File: config.mk
export PLATFORM = sky130hd
export DESIGN_NAME = mhtq_ctrl
export DESIGN_NICKNAME = d
export VERILOG_FILES = /design/src/sv/mhtq_pkg.sv /design/src/sv/mhtq_ctrl.sv
export SDC_FILE = /design/constraint.sdc
export NUM_CORES = 1
export LEC_CHECK = 0
export ABC_AREA = 0
export BUFFER_PORTS_ARGS = -buffer_cell sky130_fd_sc_hd__buf_2
export CAP_MARGIN = 10
export CORE_UTILIZATION = 34
export CTS_BUF_LIST = sky130_fd_sc_hd__clkbuf_16
export DETAILED_ROUTE_END_ITERATION = 16
export SLEW_MARGIN = 20
export SYNTH_ARGS = -nofsm -noshare
export SYNTH_HDL_FRONTEND = slang
export SYNTH_SLANG_ARGS = --single-unit
File: constraint.sdc
create_clock -name clk -period 2.7 [get_ports clk]
set_input_delay 0.135 -clock clk [delete_from_list [all_inputs] [get_ports clk]]
set_output_delay 0.135 -clock clk [all_outputs]
set_load 0.03 [all_outputs]
File: src/sv/mhtq_pkg.sv
// Package for the min-heap timer queue: sizes, codes and command/status types.
// Used by every module of the block; depends on nothing.
`default_nettype none
package mhtq_pkg;
  localparam int CAPACITY = 32;
  localparam int ID_COUNT = 1024;
  localparam int TIME_BITS = 32;
  localparam int SLOT_W = $clog2(CAPACITY);
  localparam int CNT_W = $clog2(CAPACITY + 1);
  localparam int ID_W = 10;

  localparam logic [2:0] REQ_ADD = 3'd0;
  localparam logic [2:0] REQ_ADJUST = 3'd1;
  localparam logic [2:0] REQ_TICK = 3'd2;
  localparam logic [2:0] REQ_POP = 3'd3;
  localparam logic [2:0] REQ_CLEAR = 3'd4;

  localparam logic [2:0] KIND_DONE = 3'd0;
  localparam logic [2:0] KIND_EXPIRED = 3'd1;
  localparam logic [2:0] KIND_FULL = 3'd2;
  localparam logic [2:0] KIND_UNKNOWN = 3'd3;
  localparam logic [2:0] KIND_EMPTY = 3'd4;

  typedef enum logic [3:0] {
    OP_NONE = 4'd0,
    OP_LOAD = 4'd1,
    OP_LOOKUP = 4'd2,
    OP_WRITE_NEW = 4'd3,
    OP_REARM = 4'd4,
    OP_READ_I = 4'd5,
    OP_READ_KIDS = 4'd6,
    OP_SWAP_DOWN = 4'd7,
    OP_READ_PARENT = 4'd8,
    OP_SWAP_UP = 4'd9,
    OP_MOVE_LAST = 4'd10,
    OP_FINISH_POP = 4'd11,
    OP_ADVANCE = 4'd12,
    OP_CLEAR = 4'd13,
    OP_CLEAR_STEP = 4'd14,
    OP_READ_ROOT = 4'd15
  } dp_op_t;

  typedef struct packed {
    dp_op_t op;
    logic emit;
    logic [2:0] kind;
    logic use_ev;
    logic last;
  } dp_cmd_t;

  typedef struct packed {
    logic present;
    logic full;
    logic empty;
    logic single;
    logic has_kid;
    logic down_go;
    logic moved_down;
    logic up_go;
    logic at_root;
    logic root_due;
    logic clear_done;
    logic out_busy;
    logic [2:0] req;
    logic [5:0] emitted;
  } dp_status_t;
endpackage
`default_nettype wire

File: src/sv/mhtq_ctrl.sv
// Sequencer of the timer queue: walks each request through heap steps.
// Depends on mhtq_pkg; drives mhtq_datapath.
`default_nettype none
module mhtq_ctrl (
  input  wire logic clk,
  input  wire logic rst,
  input  wire logic in_valid,
  output logic in_ready,
  input  wire mhtq_pkg::dp_status_t status,
  output mhtq_pkg::dp_cmd_t cmd
);
  typedef enum logic [16:0] {
    S_IDLE = 17'h00001, S_DISPATCH = 17'h00002, S_LOOK = 17'h00004,
    S_LOOK2 = 17'h00008, S_KIDS = 17'h00010, S_DOWN = 17'h00020,
    S_PARENT = 17'h00040, S_UP = 17'h00080, S_ROOT = 17'h00100,
    S_MOVE = 17'h00200, S_CHECK = 17'h00400, S_CLEAR = 17'h00800,
    S_FINAL = 17'h01000, S_POPEMIT = 17'h02000, S_KIDS2 = 17'h04000,
    S_PARENT2 = 17'h08000, S_INIT = 17'h10000
  } state_t;

  state_t state, state_next;
  logic pop_mode, pop_mode_next, tick_mode, tick_mode_next;
  logic [2:0] fin_kind, fin_kind_next;
  logic fin_ev, fin_ev_next;

  assign in_ready = state == S_IDLE;

  always_comb begin
    state_next = state;
    pop_mode_next = pop_mode;
    tick_mode_next = tick_mode;
    fin_kind_next = fin_kind;
    fin_ev_next = fin_ev;
    cmd = '{op: mhtq_pkg::OP_NONE, emit: 1'b0, kind: mhtq_pkg::KIND_DONE,
            use_ev: 1'b0, last: 1'b0};
    unique case (state)
      S_INIT: begin
        cmd.op = mhtq_pkg::OP_CLEAR_STEP;
        if (status.clear_done) state_next = S_IDLE;
      end
      S_IDLE: if (in_valid) begin
        cmd.op = mhtq_pkg::OP_LOAD;
        state_next = S_DISPATCH;
      end
      S_DISPATCH: begin
        fin_kind_next = mhtq_pkg::KIND_DONE;
        fin_ev_next = 1'b0;
        pop_mode_next = 1'b0;
        tick_mode_next = 1'b0;
        case (status.req)
          mhtq_pkg::REQ_ADD, mhtq_pkg::REQ_ADJUST: begin
            cmd.op = mhtq_pkg::OP_LOOKUP;
            state_next = S_LOOK;
          end
          mhtq_pkg::REQ_TICK: begin
            cmd.op = mhtq_pkg::OP_ADVANCE;
            tick_mode_next = 1'b1;
            state_next = S_CHECK;
          end
          mhtq_pkg::REQ_POP: begin
            if (status.empty) begin
              fin_kind_next = mhtq_pkg::KIND_EMPTY;
              state_next = S_FINAL;
            end else begin
              fin_ev_next = 1'b1;
              pop_mode_next = 1'b1;
              state_next = S_ROOT;
            end
          end
          mhtq_pkg::REQ_CLEAR: begin
            cmd.op = mhtq_pkg::OP_CLEAR;
            state_next = S_CLEAR;
          end
          default: state_next = S_FINAL;
        endcase
      end
      S_LOOK: begin
        if (status.present) state_next = S_LOOK2;
        else if (status.req == mhtq_pkg::REQ_ADJUST) begin
          fin_kind_next = mhtq_pkg::KIND_UNKNOWN;
          state_next = S_FINAL;
        end else if (status.full) begin
          fin_kind_next = mhtq_pkg::KIND_FULL;
          state_next = S_FINAL;
        end else begin
          cmd.op = mhtq_pkg::OP_WRITE_NEW;
          state_next = S_PARENT;
        end
      end
      S_LOOK2: begin
        cmd.op = mhtq_pkg::OP_REARM;
        state_next = S_KIDS;
      end
      S_KIDS: state_next = S_KIDS2;
      S_KIDS2: begin
        if (!status.has_kid) state_next = pop_mode ? S_POPEMIT :
            (status.moved_down ? S_FINAL : S_PARENT);
        else state_next = S_DOWN;
      end
      S_DOWN: begin
        if (status.down_go) begin
          cmd.op = mhtq_pkg::OP_SWAP_DOWN;
          state_next = S_KIDS;
        end else state_next = pop_mode ? S_POPEMIT :
            (status.moved_down ? S_FINAL : S_PARENT);
      end
      S_PARENT: begin
        if (status.at_root) state_next = S_FINAL;
        else begin
          cmd.op = mhtq_pkg::OP_READ_PARENT;
          state_next = S_PARENT2;
        end
      end
      S_PARENT2: state_next = S_UP;
      S_UP: begin
        if (status.up_go) begin
          cmd.op = mhtq_pkg::OP_SWAP_UP;
          state_next = S_PARENT;
        end else state_next = S_FINAL;
      end
      S_ROOT: begin
        if (status.single) begin
          cmd.op = mhtq_pkg::OP_FINISH_POP;
          state_next = S_POPEMIT;
        end else begin
          cmd.op = mhtq_pkg::OP_READ_ROOT;
          state_next = S_MOVE;
        end
      end
      S_MOVE: begin
        cmd.op = mhtq_pkg::OP_MOVE_LAST;
        state_next = S_KIDS;
      end
      S_POPEMIT: begin
        pop_mode_next = 1'b0;
        if (tick_mode) begin
          if (!status.out_busy) begin
            cmd.emit = 1'b1;
            cmd.kind = mhtq_pkg::KIND_EXPIRED;
            cmd.use_ev = 1'b1;
            state_next = S_CHECK;
          end
        end else state_next = S_FINAL;
      end
      S_CHECK: begin
        if (!status.empty && status.root_due && status.emitted < 6'd63) begin
          pop_mode_next = 1'b1;
          state_next = S_ROOT;
        end else state_next = S_FINAL;
      end
      S_CLEAR: begin
        cmd.op = mhtq_pkg::OP_CLEAR_STEP;
        if (status.clear_done) state_next = S_FINAL;
      end
      S_FINAL: if (!status.out_busy) begin
        cmd.emit = 1'b1;
        cmd.kind = fin_kind;
        cmd.use_ev = fin_ev;
        cmd.last = 1'b1;
        state_next = S_IDLE;
      end
      default: state_next = S_IDLE;
    endcase
  end

  always_ff @(posedge clk) begin
    if (rst) begin
      state <= S_INIT;
      pop_mode <= 1'b0;
      tick_mode <= 1'b0;
      fin_kind <= mhtq_pkg::KIND_DONE;
      fin_ev <= 1'b0;
    end else begin
      state <= state_next;
      pop_mode <= pop_mode_next;
      tick_mode <= tick_mode_next;
      fin_kind <= fin_kind_next;
      fin_ev <= fin_ev_next;
    end
  end
endmodule
`default_nettype wire

==> After elaboration in Yosys (flattened, before gate mapping) <==
Index checks and enable logic that the tools add are counted.
{ "classes": {"n_addsub": 0, "mul": 0, "div_mod_pow": 0, "order_cmp": 1, "eq_ne": 29, "n_shift": 0, "n_mux": 46, "n_bitwise": 0, "reduce_logical": 12} }
{ "op_table": {"columns": ["op", "n"], "rows": [
  ["17-bit case mux with 16 select lines", 1],
  ["17-bit two-way mux", 6],
  ["13-bit two-way mux", 7],
  ["14-bit two-way mux", 4],
  ["13-bit case mux with 4 select lines", 1],
  ["4-bit case mux with 10 select lines", 1],
  ["3-bit two-way mux", 7],
  ["17-bit by 1-bit equality test with 1-bit output (second input constant)", 1],
  ["17-bit by 10-bit equality test with 1-bit output (second input constant)", 1],
  ["17-bit by 11-bit equality test with 1-bit output (second input constant)", 1],
  ["17-bit by 12-bit equality test with 1-bit output (second input constant)", 1],
  ["17-bit by 13-bit equality test with 1-bit output (second input constant)", 1],
  ["17-bit by 14-bit equality test with 1-bit output (second input constant)", 1],
  ["17-bit by 15-bit equality test with 1-bit output (second input constant)", 1],
  ["17-bit by 16-bit equality test with 1-bit output (second input constant)", 1],
  ["17-bit equality test (second input constant)", 1],
  ["17-bit by 2-bit equality test with 1-bit output (second input constant)", 1],
  ["17-bit by 3-bit equality test with 1-bit output (second input constant)", 1],
  ["17-bit by 4-bit equality test with 1-bit output (second input constant)", 1],
  ["17-bit by 5-bit equality test with 1-bit output (second input constant)", 1],
  ["17-bit by 6-bit equality test with 1-bit output (second input constant)", 1],
  ["17-bit by 7-bit equality test with 1-bit output (second input constant)", 1],
  ["17-bit by 8-bit equality test with 1-bit output (second input constant)", 1],
  ["17-bit by 9-bit equality test with 1-bit output (second input constant)", 1],
  ["25 further kinds", 44]
]} }
{ "totals": {"reg_bits": 23, "latch_bits": 0, "ram_bits": 0, "mem_bits_ro": 0, "inputBits": 24, "memories": 0} }

==> Logic depth before layout (Yosys ltp) <==
{ "depth": {"word_depth": 5, "ltp_mapped": 8, "ltp_nobuf": 6} }

==> Worst setup path after synthesis <==
OpenSTA, ideal clock, no wires.
{ "synth_timing": {"path_kind": "register -> output", "start": "register state[7]", "end": "output port cmd[3] (netlist name)", "t_arrival_ns": 2.108, "path_slack_ns": 0.457, "path_stages_with_launch": 7, "path_buffers": 1, "path_cell_list": "dfxtp_1 -> clkbuf_1 -> nor4_4 -> nand4_1 -> or2_2 -> nor2_1 -> and2_1"} }
{ "synth_lines": {"columns": ["item", "line_no", "source"], "rows": [
  ["start, declared", "mhtq_ctrl.sv:21", "state_t state, state_next;"],
  ["start signal, assigned", "mhtq_ctrl.sv:174", "state <= state_next;"],
  ["end, declared", "mhtq_ctrl.sv:10", "output mhtq_pkg::dp_cmd_t cmd"]
]} }

==> summary.md <==
| Metric | Value |
|---|---|
| Crit path DAT | 2.42 ns |
| Final hold vios | 0 |
| Overall Global Routing Usage | 18.62% |
| F_max | just under 0.4 GHz |
| Least-Margin Pin Slew | 0.5747 ns |
| Relative slew slack | 61.33% |
| Number of global-route vias before repair | 1503 |
| HPWL Detailed | about 3.4 mm |
| Port bufs | 34 |
| Layout cell share with drive strength beyond 1 | 25.62% |
| H-tree depth | 1 |
| Failing checks | DRC |
| Commonest non-fill, non-tap cell in the layout | buf_2 |
| Flops & latches, synth | 23 |
| Starting Density | 36.09% |
| Tightest Hold Check Type | input port to flop |
| Final setup viols | 0 |
| Max Cap Viol | 0 |
| Synth cell types | 53 |
| DRT Pass-1 Iters | 10 |
| Setup crit start kind | flop |
| Root cell of the clock tree | clkbuf_16 |
| Avg WL per Cell | ~15 um |
| CTS Sinks | 23 |
| Sequential area share after synthesis | 28.71% |
| EDFF count, synth | 0 |
| Via count | 1681 |
| TNS Setup | 0 ns |
| Width of the die | 70.69 um |
| Crit path time final | 2.553 ns |
| Placeable Area | 4444 sq um |
| Area share of the largest cell type after synthesis | around 29% |
| Mapped Avg Cell Area | 7.787 sq um |
| Num ports | 35 |
| # DRC | 2 |
| Fin crit share | 94.55% |
| CP max FO | 11 |
| Number of buffers created by CTS | 3 |
| Fin. max-slew vios | 0 |
| Hold Path Depth | 2 |
| Leak Pwr | 0.0007261 uW |
| Syn_nets | 230 |
| Ys flop type | dfxtp_1 |
| Die area | 4996 sq um |
| Vias per cell | 5.718 |
| R2R cell count | 5 |
| Grt total ovfl | 0 |
| Final GP Congestion | 0.8867 |
| Total chip power | 797.9 uW |
| Final wirelength | 4.463 mm |
| Initial DRC count | 89 |
| Initial antenna violation count | 0 |
| Antenna cells | 0 |
| Placed insts | 286 |
| Crit Path Category | flop to primary output |
| Commonest cells after routing, fill and taps aside | 34 x buf_2, 23 x nor2_1, 23 x dfxtp_1 |
| PD cells | about 410 nW/um^2 |
| Status | complete, but fails checks |
| Final #Nets | approximately 270 |
| Synthesized instance count | between 200 and 250 |
| Synthesis Warnings | 0 |
| First-pass GRT wire length | 7.286 mm |
| RSZ-0062 raised after global routing | false |
| Number of cell rows | 24 |
| CTS tree | yes |
| Maximum clock path buffer count | 2 |
| Post-Route Utilization | 43.52% |
| WP data required | 2.57 ns |
| Cell Area, Synth | 1604 sq um |
| Top cell type by total area after synthesis | dfxtp_1 |
| Asr flop ratio synth | 0% |
| Area delta synth->final | 20.59% |
| Hold-fix buffers, CTS | 0 |
| Die height | 70.69 um |
| Largest net degree at the start of global routing | 24 |
| Max VDD drop | 0.0001683 V |
| Final ANT Viol Nets | 0 |
| Clk_skew | just over 0.004 ns |
| Clk_lat worst skew | 0.26 ns |
| Synth top area cells | dfxtp_1 29%, nor2_1 5.4%, nand2_1 4.7% |
| Clock transition at the registers of the reported paths | 0.06 ns |
| Layout Cells excl Fill | between 200 and 300 |
| CP endpoint kind | primary output |
## synthesized netlist by cell type, drive strengths merged (5+ instances only)
cell and n:
a21oi 14, clkbuf 5, dfxtp 23, nand2 20, nand2b 9, nand3 6
nand4 7, nor2 23, nor3 9, nor3b 6, nor4 10, o21ai 6
or2 6
## area by class of cell
class	count	area (sq um)
multi-input cells	171	1100
clock buffers	3	75.07
inverters	4	15.01
well taps	52	65.06
clock inverters	1	3.754
flip-flops and latches	23	460.4
repair buffers	40	215.2
fillers	455	2510
## power by group
| part | switching [uW] | total (uW) | internal (uW) |
|---|---|---|---|
| Combinational | 76.7 | 124 | 47.1 |
| Clock | 129 | 327 | 198 |
| Sequential | 4.53 | 347 | 342 |
| Total | 210 | 798 | 588 |
## cells by family after synthesis
kind of cell	count (synthesis)	synth area share, %
AND/OR/NAND/NOR	120	44.85
AO/OA/AOI/OAI	44	19.03
flip-flops	23	28.71
buffers and inverters	12	3.432
XOR/XNOR	6	3.277
multiplexers	1	0.7020
## final timing paths
kind | from | slack, ns | end
setup / recovery | state[5] | 0.15 | cmd[6]
setup reg to reg | state[5] | 0.44 | state[10]
hold reg to reg | fin_kind[1] | 0.45 | fin_kind[1]
hold / removal | status[17] | 0.1 | state[9]
## registers in the layout (all words and copies together), names as in the netlist
name       flops
pop_mode       1
tick_mode      1
fin_kind       3
state         17
fin_ev         1
## through the flow
step	hold WS [ns]	setup WS, ns	area (sq um)
6_report	0.09521	0.1471	1934
3_3_place_gp	0.3600	0.3676	1814
2_1_floorplan	0.2111	0.4574	1604
5_1_grt	0.09879	0.002168	1934
4_1_cts	0.08172	0.01047	1893
3_5_place_dp	0.3542	0.2900	1814
## repair_timing
action | 4_1_cts | 5_1_grt
buffers inserted | 0 | 4
setup endpoints to repair | 0 | 4
resized for setup | 0 | 2
## layer usage
layer | vias up | GRT usage (%) | share of wire (%)
li1 | 846 | - | -
met1 | 772 | 25.37 | 45
met2 | 57 | 29.91 | 46
met3 | 6 | 3.134 | 7.1
met4 | 0 | 6.222 | 1.8
met5 | - | 0 | 0
## critical path, cell delays in order (launching register included)
cell and delay [ns]:
dfxtp_1 0.39, nor4_4 0.44, nand4_1 0.19, or2_1 0.39, nor4b_2 0.34, nor2_1 0.09
nand4b_1 0.10, buf_2 0.20
(Power assumes the default switching activity.)
